[config.mk]
export PLATFORM = sky130hd
export DESIGN_NAME = sorted_priority_queue_unit_flat
export DESIGN_NICKNAME = d
export VERILOG_FILES = /design/src/rtl/spq_pkg.sv /design/src/rtl/spq_if.sv /design/src/rtl/spq_cell.sv /design/src/rtl/sorted_priority_queue_unit.sv /design/src/flat_wrapper.sv
export SDC_FILE = /design/constraint.sdc
export NUM_CORES = 1
export LEC_CHECK = 0
export BUFFER_PORTS_ARGS = -buffer_cell sky130_fd_sc_hd__buf_2
export CAP_MARGIN = 5
export CORE_MARGIN = 5
export CORE_UTILIZATION = 64
export DETAILED_ROUTE_END_ITERATION = 7
export GPL_ROUTABILITY_DRIVEN = 1
export HOLD_SLACK_MARGIN = 0.1
export PLACE_DENSITY_LB_ADDON = 0.05
export REMOVE_ABC_BUFFERS = 1
export SLEW_MARGIN = 20
export SYNTH_ARGS = -nofsm -noshare
export SYNTH_HDL_FRONTEND = slang
export SYNTH_SLANG_ARGS = --single-unit
[constraint.sdc]
create_clock -name i_clk -period 5.8 [get_ports i_clk]
set_input_delay 0.29 -clock i_clk [delete_from_list [all_inputs] [get_ports i_clk]]
set_output_delay 0.29 -clock i_clk [all_outputs]
set_load 0.03 [all_outputs]
[src/rtl/spq_pkg.sv]
// ----------------------------------------------------------------------------
// spq_pkg: shared types for the sorted priority queue
// Action and status codes, and the per-cell control bundle.
// ----------------------------------------------------------------------------
package spq_pkg;

    typedef enum logic {
        ACT_ENQ = 1'b0,
        ACT_DEQ = 1'b1
    } t_action;

    typedef enum logic [1:0] {
        ST_OK    = 2'd0,
        ST_FULL  = 2'd1,
        ST_EMPTY = 2'd2
    } t_status;

    // Control seen by one cell of the row
    typedef struct packed {
        logic enq;   // insert the new value this cycle
        logic deq;   // pop the head this cycle
        logic live;  // cell holds a live entry
        logic tail;  // cell is the first free slot
    } t_cell_ctrl;

endpackage

[src/rtl/spq_if.sv]
// ----------------------------------------------------------------------------
// spq_req_if / spq_rsp_if: request and response channels
// Valid/ready channels; a transfer happens when both are high at a clock edge.
// ----------------------------------------------------------------------------
interface spq_req_if;
    logic               valid;
    logic               ready;
    logic               action;
    logic signed [31:0] value;

    modport source (output valid, output action, output value, input ready);
    modport sink   (input valid, input action, input value, output ready);
endinterface

interface spq_rsp_if;
    logic               valid;
    logic               ready;
    logic [1:0]         status;
    logic signed [31:0] removed_value;
    logic [3:0]         occupancy;

    modport source (output valid, output status, output removed_value, output occupancy,
                    input ready);
    modport sink   (input valid, input status, input removed_value, input occupancy,
                    output ready);
endinterface

[src/rtl/spq_cell.sv]
// ----------------------------------------------------------------------------
// spq_cell: one slot of the sorted row
// Compares the incoming value with its entry and shifts right on insert,
// left on pop.
// ----------------------------------------------------------------------------
module spq_cell
    import spq_pkg::*;
#(
    parameter int VW = 32
) (
    input  logic                 i_clk,
    input  t_cell_ctrl           i_ctrl,
    input  logic signed [VW-1:0] i_value,       // value being inserted
    input  logic signed [VW-1:0] i_left_value,
    input  logic                 i_left_shift,
    input  logic signed [VW-1:0] i_right_value,
    output logic signed [VW-1:0] o_value,
    output logic                 o_shift        // this cell is at or past the slot
);

    logic signed [VW-1:0] r_entry;
    logic signed [VW-1:0] n_entry;
    logic                 w_ge;

    assign w_ge    = i_ctrl.live && (i_value <= r_entry);
    assign o_shift = w_ge || i_ctrl.tail;
    assign o_value = r_entry;

    always_comb begin
        n_entry = r_entry;
        if (i_ctrl.enq) begin
            if (i_left_shift) begin
                n_entry = i_left_value;
            end else if (o_shift) begin
                n_entry = i_value;
            end
        end else if (i_ctrl.deq) begin
            n_entry = i_right_value;
        end
    end

    always_ff @(posedge i_clk) begin
        r_entry <= n_entry;
    end

endmodule

[src/rtl/sorted_priority_queue_unit.sv]
// ----------------------------------------------------------------------------
// sorted_priority_queue_unit: min-priority queue as a sorted row of cells
// Latency: the result of an item is valid on the cycle after its transfer.
// Throughput: one item per cycle unless the sink stalls; every cell compares
// and shifts in parallel in the same edge, and the response register is
// refilled while it drains. Reset (synchronous, active low) empties the
// queue and drops any pending response; the stored values are not cleared.
// ----------------------------------------------------------------------------
module sorted_priority_queue_unit
    import spq_pkg::*;
#(
    parameter int CAPACITY    = 8,
    parameter int VALUE_WIDTH = 32
) (
    input  logic          i_clk,
    input  logic          i_rst_n,
    spq_req_if.sink       i_req,
    spq_rsp_if.source     o_rsp
);

    localparam int CW = $clog2(CAPACITY + 1);

    // Fill count: entries 0 .. r_count-1 are live, ascending
    logic [CW-1:0]            r_count;
    logic [CW-1:0]            n_count;

    // Response register
    logic                     r_out_valid;
    t_status                  r_status;
    t_status                  n_status;
    logic signed [31:0]       r_removed;
    logic signed [31:0]       n_removed;
    logic [3:0]               r_occ;

    logic                     w_xfer;
    logic                     w_full;
    logic                     w_empty;
    logic                     w_do_enq;
    logic                     w_do_deq;
    logic [63:0]              w_in64;
    logic signed [VALUE_WIDTH-1:0] w_v;
    logic signed [63:0]       w_head64;

    logic signed [VALUE_WIDTH-1:0] w_val   [CAPACITY];
    logic                          w_shift [CAPACITY];

    // Space for a new item whenever the response register is empty or draining
    assign i_req.ready = !r_out_valid || o_rsp.ready;
    assign w_xfer      = i_req.valid && i_req.ready;

    assign w_full   = (r_count == CW'(CAPACITY));
    assign w_empty  = (r_count == '0);
    assign w_do_enq = w_xfer && (i_req.action == ACT_ENQ) && !w_full;
    assign w_do_deq = w_xfer && (i_req.action == ACT_DEQ) && !w_empty;

    // Input value zero-padded, then cut to the stored width and read as signed
    assign w_in64 = {32'b0, i_req.value};
    assign w_v    = w_in64[VALUE_WIDTH-1:0];

    // Head of the row, sign-extended before cutting to the port width
    assign w_head64 = 64'(w_val[0]);

    // Row of cells: cell k hands its value and shift flag to cell k+1 and
    // takes its right neighbor's value on a pop; the last cell keeps its own.
    for (genvar k = 0; k < CAPACITY; k++) begin : g_cell
        t_cell_ctrl                    ctrl;
        logic signed [VALUE_WIDTH-1:0] left_value;
        logic                          left_shift;
        logic signed [VALUE_WIDTH-1:0] right_value;

        assign ctrl.enq  = w_do_enq;
        assign ctrl.deq  = w_do_deq;
        assign ctrl.live = (CW'(k) < r_count);
        assign ctrl.tail = (CW'(k) == r_count);

        if (k == 0) begin : g_first
            assign left_value = '0;
            assign left_shift = 1'b0;
        end else begin : g_inner
            assign left_value = w_val[k-1];
            assign left_shift = w_shift[k-1];
        end

        if (k == CAPACITY - 1) begin : g_last
            assign right_value = w_val[k];
        end else begin : g_body
            assign right_value = w_val[k+1];
        end

        spq_cell #(
            .VW (VALUE_WIDTH)
        ) u_cell (
            .i_clk         (i_clk),
            .i_ctrl        (ctrl),
            .i_value       (w_v),
            .i_left_value  (left_value),
            .i_left_shift  (left_shift),
            .i_right_value (right_value),
            .o_value       (w_val[k]),
            .o_shift       (w_shift[k])
        );
    end

    // Next count and response fields
    always_comb begin
        n_count   = r_count;
        n_status  = ST_OK;
        n_removed = '0;
        if (i_req.action == ACT_ENQ) begin
            if (w_full) begin
                n_status = ST_FULL;
            end else begin
                n_count = r_count + 1'b1;
            end
        end else begin
            if (w_empty) begin
                n_status = ST_EMPTY;
            end else begin
                n_count   = r_count - 1'b1;
                n_removed = w_head64[31:0];
            end
        end
    end

    always_ff @(posedge i_clk) begin
        if (!i_rst_n) begin
            r_count     <= '0;
            r_out_valid <= 1'b0;
        end else begin
            if (w_xfer) begin
                r_count     <= n_count;
                r_out_valid <= 1'b1;
            end else if (o_rsp.ready) begin
                r_out_valid <= 1'b0;
            end
        end
    end

    // Payload of the response; held while the sink stalls
    always_ff @(posedge i_clk) begin
        if (w_xfer) begin
            r_status  <= n_status;
            r_removed <= n_removed;
            r_occ     <= 4'(n_count);
        end
    end

    assign o_rsp.valid         = r_out_valid;
    assign o_rsp.status        = r_status;
    assign o_rsp.removed_value = r_removed;
    assign o_rsp.occupancy     = r_occ;

endmodule

[src/flat_wrapper.sv]
// flat-port wrapper written by rule: the top's interface ports become plain ports
module sorted_priority_queue_unit_flat import spq_pkg::*;
#(
    parameter int CAPACITY    = 8,
    parameter int VALUE_WIDTH = 32
)
  (i_clk, i_rst_n, i_req_valid, i_req_action, i_req_value, i_req_ready, o_rsp_valid, o_rsp_status, o_rsp_removed_value, o_rsp_occupancy, o_rsp_ready);
  spq_req_if i_req_i ();
  spq_rsp_if o_rsp_i ();
  input  logic i_clk;
  input  logic i_rst_n;
  input wire logic [$bits(i_req_i.valid)-1:0] i_req_valid;
  input wire logic [$bits(i_req_i.action)-1:0] i_req_action;
  input wire logic [$bits(i_req_i.value)-1:0] i_req_value;
  output wire logic [$bits(i_req_i.ready)-1:0] i_req_ready;
  output wire logic [$bits(o_rsp_i.valid)-1:0] o_rsp_valid;
  output wire logic [$bits(o_rsp_i.status)-1:0] o_rsp_status;
  output wire logic [$bits(o_rsp_i.removed_value)-1:0] o_rsp_removed_value;
  output wire logic [$bits(o_rsp_i.occupancy)-1:0] o_rsp_occupancy;
  input wire logic [$bits(o_rsp_i.ready)-1:0] o_rsp_ready;
  assign i_req_i.valid = i_req_valid;
  assign i_req_i.action = i_req_action;
  assign i_req_i.value = i_req_value;
  assign i_req_ready = i_req_i.ready;
  assign o_rsp_valid = o_rsp_i.valid;
  assign o_rsp_status = o_rsp_i.status;
  assign o_rsp_removed_value = o_rsp_i.removed_value;
  assign o_rsp_occupancy = o_rsp_i.occupancy;
  assign o_rsp_i.ready = o_rsp_ready;
  sorted_priority_queue_unit #(.CAPACITY(CAPACITY), .VALUE_WIDTH(VALUE_WIDTH)) u_core (.i_clk(i_clk), .i_rst_n(i_rst_n), .i_req(i_req_i), .o_rsp(o_rsp_i));
endmodule
---- Yosys cells after proc, flatten, opt, wreduce, memory -nomap -nowiden ----
Cells that the tools add are included.
operators by class
  div/mod/pow operators ................... 0
  magnitude comparators ................... 16
  equal/unequal tests ..................... 15
  multiply operators ...................... 0
  muxes and demuxes ....................... 37
  bitwise logic cells ..................... 1
  shift operators ......................... 0
  add/sub/neg operators ................... 2
  reduce and logical (&&, ||, !) cells .... 38
operators with widths
  cell                                                count
  two-way mux 32 bit                                  29
  less-or-equal comparator 32 bit                     8
  != test 3 bit, second input constant                6
  equality test 3 x 4 -> 1 bit, first input constant  4
  < comparator 3 x 4 -> 1 bit, first input constant   4
  AND reduction 2 bit                                 8
  logical AND 1 bit                                   13
  two-way mux 4 bit                                   3
  logical OR 1 bit                                    9
  equality test 2 x 4 -> 1 bit, first input constant  2
  < comparator 1 x 4 -> 1 bit, first input constant   2
  < comparator 2 x 4 -> 1 bit, first input constant   2
  nonzero test 2 bit                                  3
  adder 4 x 1 -> 4 bit, second input constant         1
  equality test 1 x 4 -> 1 bit, first input constant  1
  equality test 4 bit, second input constant          1
  logical NOT 4 bit                                   1
  two-way mux 2 bit                                   2
  subtractor 4 x 1 -> 4 bit, second input constant    1
  logical NOT 1 bit                                   3
  two-way mux 1 bit                                   3
  != test 2 bit, second input constant                1
  OR reduction 2 bit                                  1
  inverter 1 bit                                      1
word-level totals
  bits in registers ....................... 299
  ROM bits ................................ 0
  bits of input ports ..................... 37
  memories kept ........................... 0
  output and inout bits ................... 40
  logic and storage cells ................. 122
  RAM bits ................................ 0
  latch bits .............................. 0

---- Depth between registers and ports, before layout ----
  word-level depth ........................ 7
  mapped depth ............................ 12
  gate-level depth less buffers ........... 10

---- Modules after synthesis ----
A second synthesis with hierarchy kept.
second synthesis, totals
  cell total of the unflattened synthesis .. 2,227
  area, all modules ....................... 21,872.2 um^2
modules (own cells, without submodules)
  module                                   cells an instance  sequential area each (um^2)  instances  area each (um^2)
  spq_cell at u_core.g_cell[0].u_cell ...  258                960.9                        7          2,489.9
  spq_cell at u_core.g_cell[2].u_cell      257                960.9                        1          2,456.1
  sorted_priority_queue_unit               164                1,241.2                      1          1,986.9

---- Least setup slack after synthesis ----
Ideal clock, no wire load.
  kind .................................... reg-to-reg
  start point ............................. register u_core.g_cell[1].u_cell.r_entry[14]
  end point ............................... register u_core.g_cell[2].u_cell.r_entry[0], enable pin
  period minus slack after synthesis ...... 4.824 ns
  library setup time ...................... 0.466 ns
  cell stages (with the launch flop) ...... 11
  data required time ...................... 5.334 ns
  arrival ................................. 4.359 ns
  path buffers ............................ 1
  setup slack ............................. 0.976 ns
  path through ............................ edfxtp_1 inv_1 ha_1 nand4_2 or4_1 o21ai_1 o22ai_2 a31oi_4 buf_2 a21oi_1 o21ai_0
on the way
  cells in the longest elaborated chain, start to end .. 5
ends and longest elaborated chain
  what                             line            source
  from (decl)                      spq_cell.sv:21  logic signed [VW-1:0] r_entry;
  from (signal assigned)           spq_cell.sv:43  r_entry <= n_entry;
  less-or-equal comparator 32 bit  spq_cell.sv:25  assign w_ge = i_ctrl.live && (i_value <= r_entry);
  logical AND 1 bit                spq_cell.sv:25
  logical OR 1 bit                 spq_cell.sv:26  assign o_shift = w_ge || i_ctrl.tail;
  != test 3 bit (no line)          n/a
  AND reduction 2 bit (no line)    n/a
  to (signal assigned)             spq_cell.sv:43
  to (decl)                        spq_cell.sv:21
No other way between the ends.
A chain may end at the register's enable or synchronous reset.

---- Final worst setup path ----
  start point ............................. register u_core.g_cell[2].u_cell.r_entry[31]
  end point ............................... register u_core.g_cell[2].u_cell.r_entry[26], enable pin
on the way
  cells in the longest elaborated chain, start to end .. 5
ends and longest elaborated chain
  what                             line
  less-or-equal comparator 32 bit  spq_cell.sv:25
  logical AND 1 bit                spq_cell.sv:25
  logical OR 1 bit                 spq_cell.sv:26
  != test 3 bit (no line)          n/a
  AND reduction 2 bit (no line)    n/a
No other way between the ends.

==> impl_metrics.yaml <==
clock_network:
  post_cts_buffers: 0
  numCtsBuffers: 35
  clock_tree.buffer_depth: 3
  clockRootBuffer: "clkbuf_16"
  htree_levels: 2
  cts_hold_buffers: 2
  cts_resized: 0
  clkTransAtPathRegs_ns: 0.06
  cts_tree: "done"
  clock_latency_ns: 0.54
  cts.sinks: 299
critical_path:
  cp_max_fo: 20
  r2r_slack_ns: 1.41
  crit_arrival_ns: 4.56
  worstSetupEndpoint: "u_core.g_cell[2].u_cell.o_value[26]"
  reg2reg_depth: 11
  end_kind: "flop"
  r2r_start: "u_core.g_cell[2].u_cell.o_value[31]"
  cp-start-kind: "flop"
  r2r_end: "u_core.g_cell[2].u_cell.o_value[26]"
  crit_required_ns: 5.97
  worstSetupStartpoint: "u_core.g_cell[2].u_cell.o_value[31]"
  crit_type: "flop to flop"
timing:
  fin_crit_sh: 0.758
  finalWorstSetupSlack_ns: 1.41
  hold_slack_ns: 0.125
  slew_violations: 0
  finalSetupViolations: 0
  clock.fmax_mhz: 228
  hold_viol: 0
  clock_skew_ns: 0.0258
  rsz0062_at_grt: "false"
  worst_pin_slew_ns: 1.21
  relSlewSlack: 0.190
  final.min_clock_period_ns: 4.39
grt:
  antenna_found_initial: 0
  grt_pass1_wl_um: 102000
  grt_pass1_vias: 17200
  track_usage: 0.368
  grt_max_degree: 109
  overflow: 0
detailed_routing:
  vias: 17900
  drt-total-wl_um: 67600
  drt-vias-per-instance: 6.83
  drc: 0
  drt_iter0_drc: 2099
  drt-pass1-iter-count: 5
  final_antenna_net_count: 0
  avgRoutedWirePerCell_um: 25.8
min_path:
  min_from: "o_rsp_ready"
  hold_path_class: "input port to flop"
synth:
  yosysWarnings: 0
  yosysUniqueCellTypes: 72
  syn_area_um2: 20900
  synth_flop_cell: "edfxtp_1"
  synth-seq-cells: 299
  synth_enable_flop_cells: 294
  yosysSeqAreaShare: 0.428
  postSynth.asyncResetShare: 0
  synth_cells: 2131
  syn_avg_cell_area_um2: 9.80
floorplan:
  die_x_um: 191
  placementRows: 66
  core_um2: 32400
  die_area_um2: 36300
  start_util: 0.645
  pin_count: 77
  fp.dieH_um: 191
placement:
  place_congestion: 0.929
  hpwl_um: 46500
  pre_cts_ws_ns: 1.39
  portBuffers: 76
power:
  power_mw: 6.82
  power_density_nw_per_um2: 301
  p_leak_nw: 10.0
  ir_worst_vdd_mv: 0.219
layout:
  layout.nets: 2452
  final_core_util: 0.701
  layout-drive-gt1-share: 0.0831
  diodes: 0
  area_growth_pct: 8.65
run_status:
  status: "completed"
job:
  max_cap_viol_count: 0
[placed cells by master, fill, tap and decap left out, types with 3 or more instances in the layout]
master / synthesis / layout
o211ai_1: 9 / 9
bufinv_16: 0 / 3
mux2i_1: 67 / 66
a211oi_1: 13 / 13
clkbuf_16: 0 / 37
a31oi_1: 68 / 68
o21ai_1: 51 / 49
a21o_1: 28 / 28
nor4_1: 6 / 6
clkinv_1: 1 / 5
buf_2: 39 / 76
o21ai_0: 113 / 110
o21a_1: 6 / 5
and3_1: 37 / 37
nand3_1: 122 / 122
buf_4: 6 / 27
a221o_1: 34 / 34
nand2_1: 149 / 149
ha_1: 260 / 260
o221ai_1: 63 / 63
a2111o_1: 3 / 3
o21ai_4: 0 / 6
nand4_1: 57 / 57
clkbuf_1: 61 / 12
dfxtp_1: 5 / 5
inv_1: 297 / 297
nor2b_1: 15 / 15
a21boi_0: 4 / 4
nor3_1: 43 / 43
a21oi_1: 104 / 104
nor2_1: 69 / 69
edfxtp_1: 294 / 294
a211o_1: 4 / 4
or2_2: 2 / 3
a22oi_1: 33 / 32
[metal layers]
| layer | vias to the layer above | wire length (µm) | global-route usage |
|---|---|---|---|
| met4 | 0 | 3430 | 0.172 |
| met5 | - | 0 | 0 |
| met2 | 1144 | 29500 | 0.557 |
| li1 | 8018 | - | - |
| met1 | 8535 | 27200 | 0.514 |
| met3 | 187 | 7510 | 0.0743 |
[critical path, stage by stage (launching register included)]
cell,delay (ns)
edfxtp_1,0.35
inv_1,0.08
ha_1,0.38
nand4_1,0.17
nor4_1,0.68
a311oi_1,0.22
o21ai_1,0.24
o31a_1,0.55
buf_4,0.31
a21oi_1,0.12
o21ai_4,0.43
buf_4,0.48
[logic make-up after synthesis]
group,after synthesis,synth area share
and+or+nand+nor,524,0.123
adders and majority gates,260,0.156
muxes,68,0.0327
buffers and inverters,417,0.0820
AOI/OAI and AO/OA,562,0.178
xor gates and xnor gates,1,0.000419
DFF,299,0.428
[metrics by stage]
stage	area, µm²	cells	TNS, ns
floorplan	20300	2012	-1267.79
global placement	21600	2558	0
detailed placement	21600	2558	0
CTS	22700	2620	0
global route	22700	2620	0
finish	22700	2620	0
[synthesized netlist by cell type (9+ instances only)]
library cell  number  area [µm²]
nor2b_1           15        93.8
buf_2             39         195
nand4_1           57         357
o211ai_1           9        67.6
mux2i_1           67         671
a211oi_1          13        97.6
edfxtp_1         294        8830
clkbuf_1          61         229
a21oi_1          104         521
nor2_1            69         259
o21ai_1           51         255
a22oi_1           33         248
a221o_1           34         340
a31oi_1           68         425
o221ai_1          63         552
a21o_1            28         210
nor3_1            43         215
nand3_1          122         611
inv_1            297        1110
o21ai_0          113         566
nand2_1          149         559
ha_1             260        3250
and3_1            37         231
[worst min-delay path by stage]
stage	end	slack [ns]	depth (start not counted)
6_report	u_core.o_rsp.valid	0.13	3
5_1_grt	u_core.o_rsp.valid	0.17	3
4_1_cts	u_core.o_rsp.valid	0.11	3
3_5_place_dp	u_core.g_cell[5].u_cell.o_value[18]	0.54	2
3_3_place_gp	u_core.o_rsp.valid	0.51	2
2_1_floorplan	u_core.r_count[1]	0.42	1
[power by group]
part	switching, mW	total [mW]	internal [mW]
Clock	0.900	2.21	1.31
Combinational	1.23	1.79	0.559
Sequential	0.147	2.83	2.68
Total	2.27	6.82	4.55
[registers in the layout, indices dropped and copies added, names as in the netlist]
signal and flops:
u_core.o_rsp.occupancy 4, u_core.g_cell.u_cell.o_value 256, u_core.o_rsp.valid 1, u_core.r_count 4
u_core.o_rsp.removed_value 32, u_core.o_rsp.status 2
[final cells by class]
class	count	area, µm²
Tap cell	442	553
Multi-Input combinational cell	1415	10400
Sequential cell	299	8930
Clock inverter	10	119
Timing Repair Buffer	106	623
Inverter	298	1120
Fill cell	2541	9680
Clock buffer	50	985
Power figures use the tool's default switching activity.
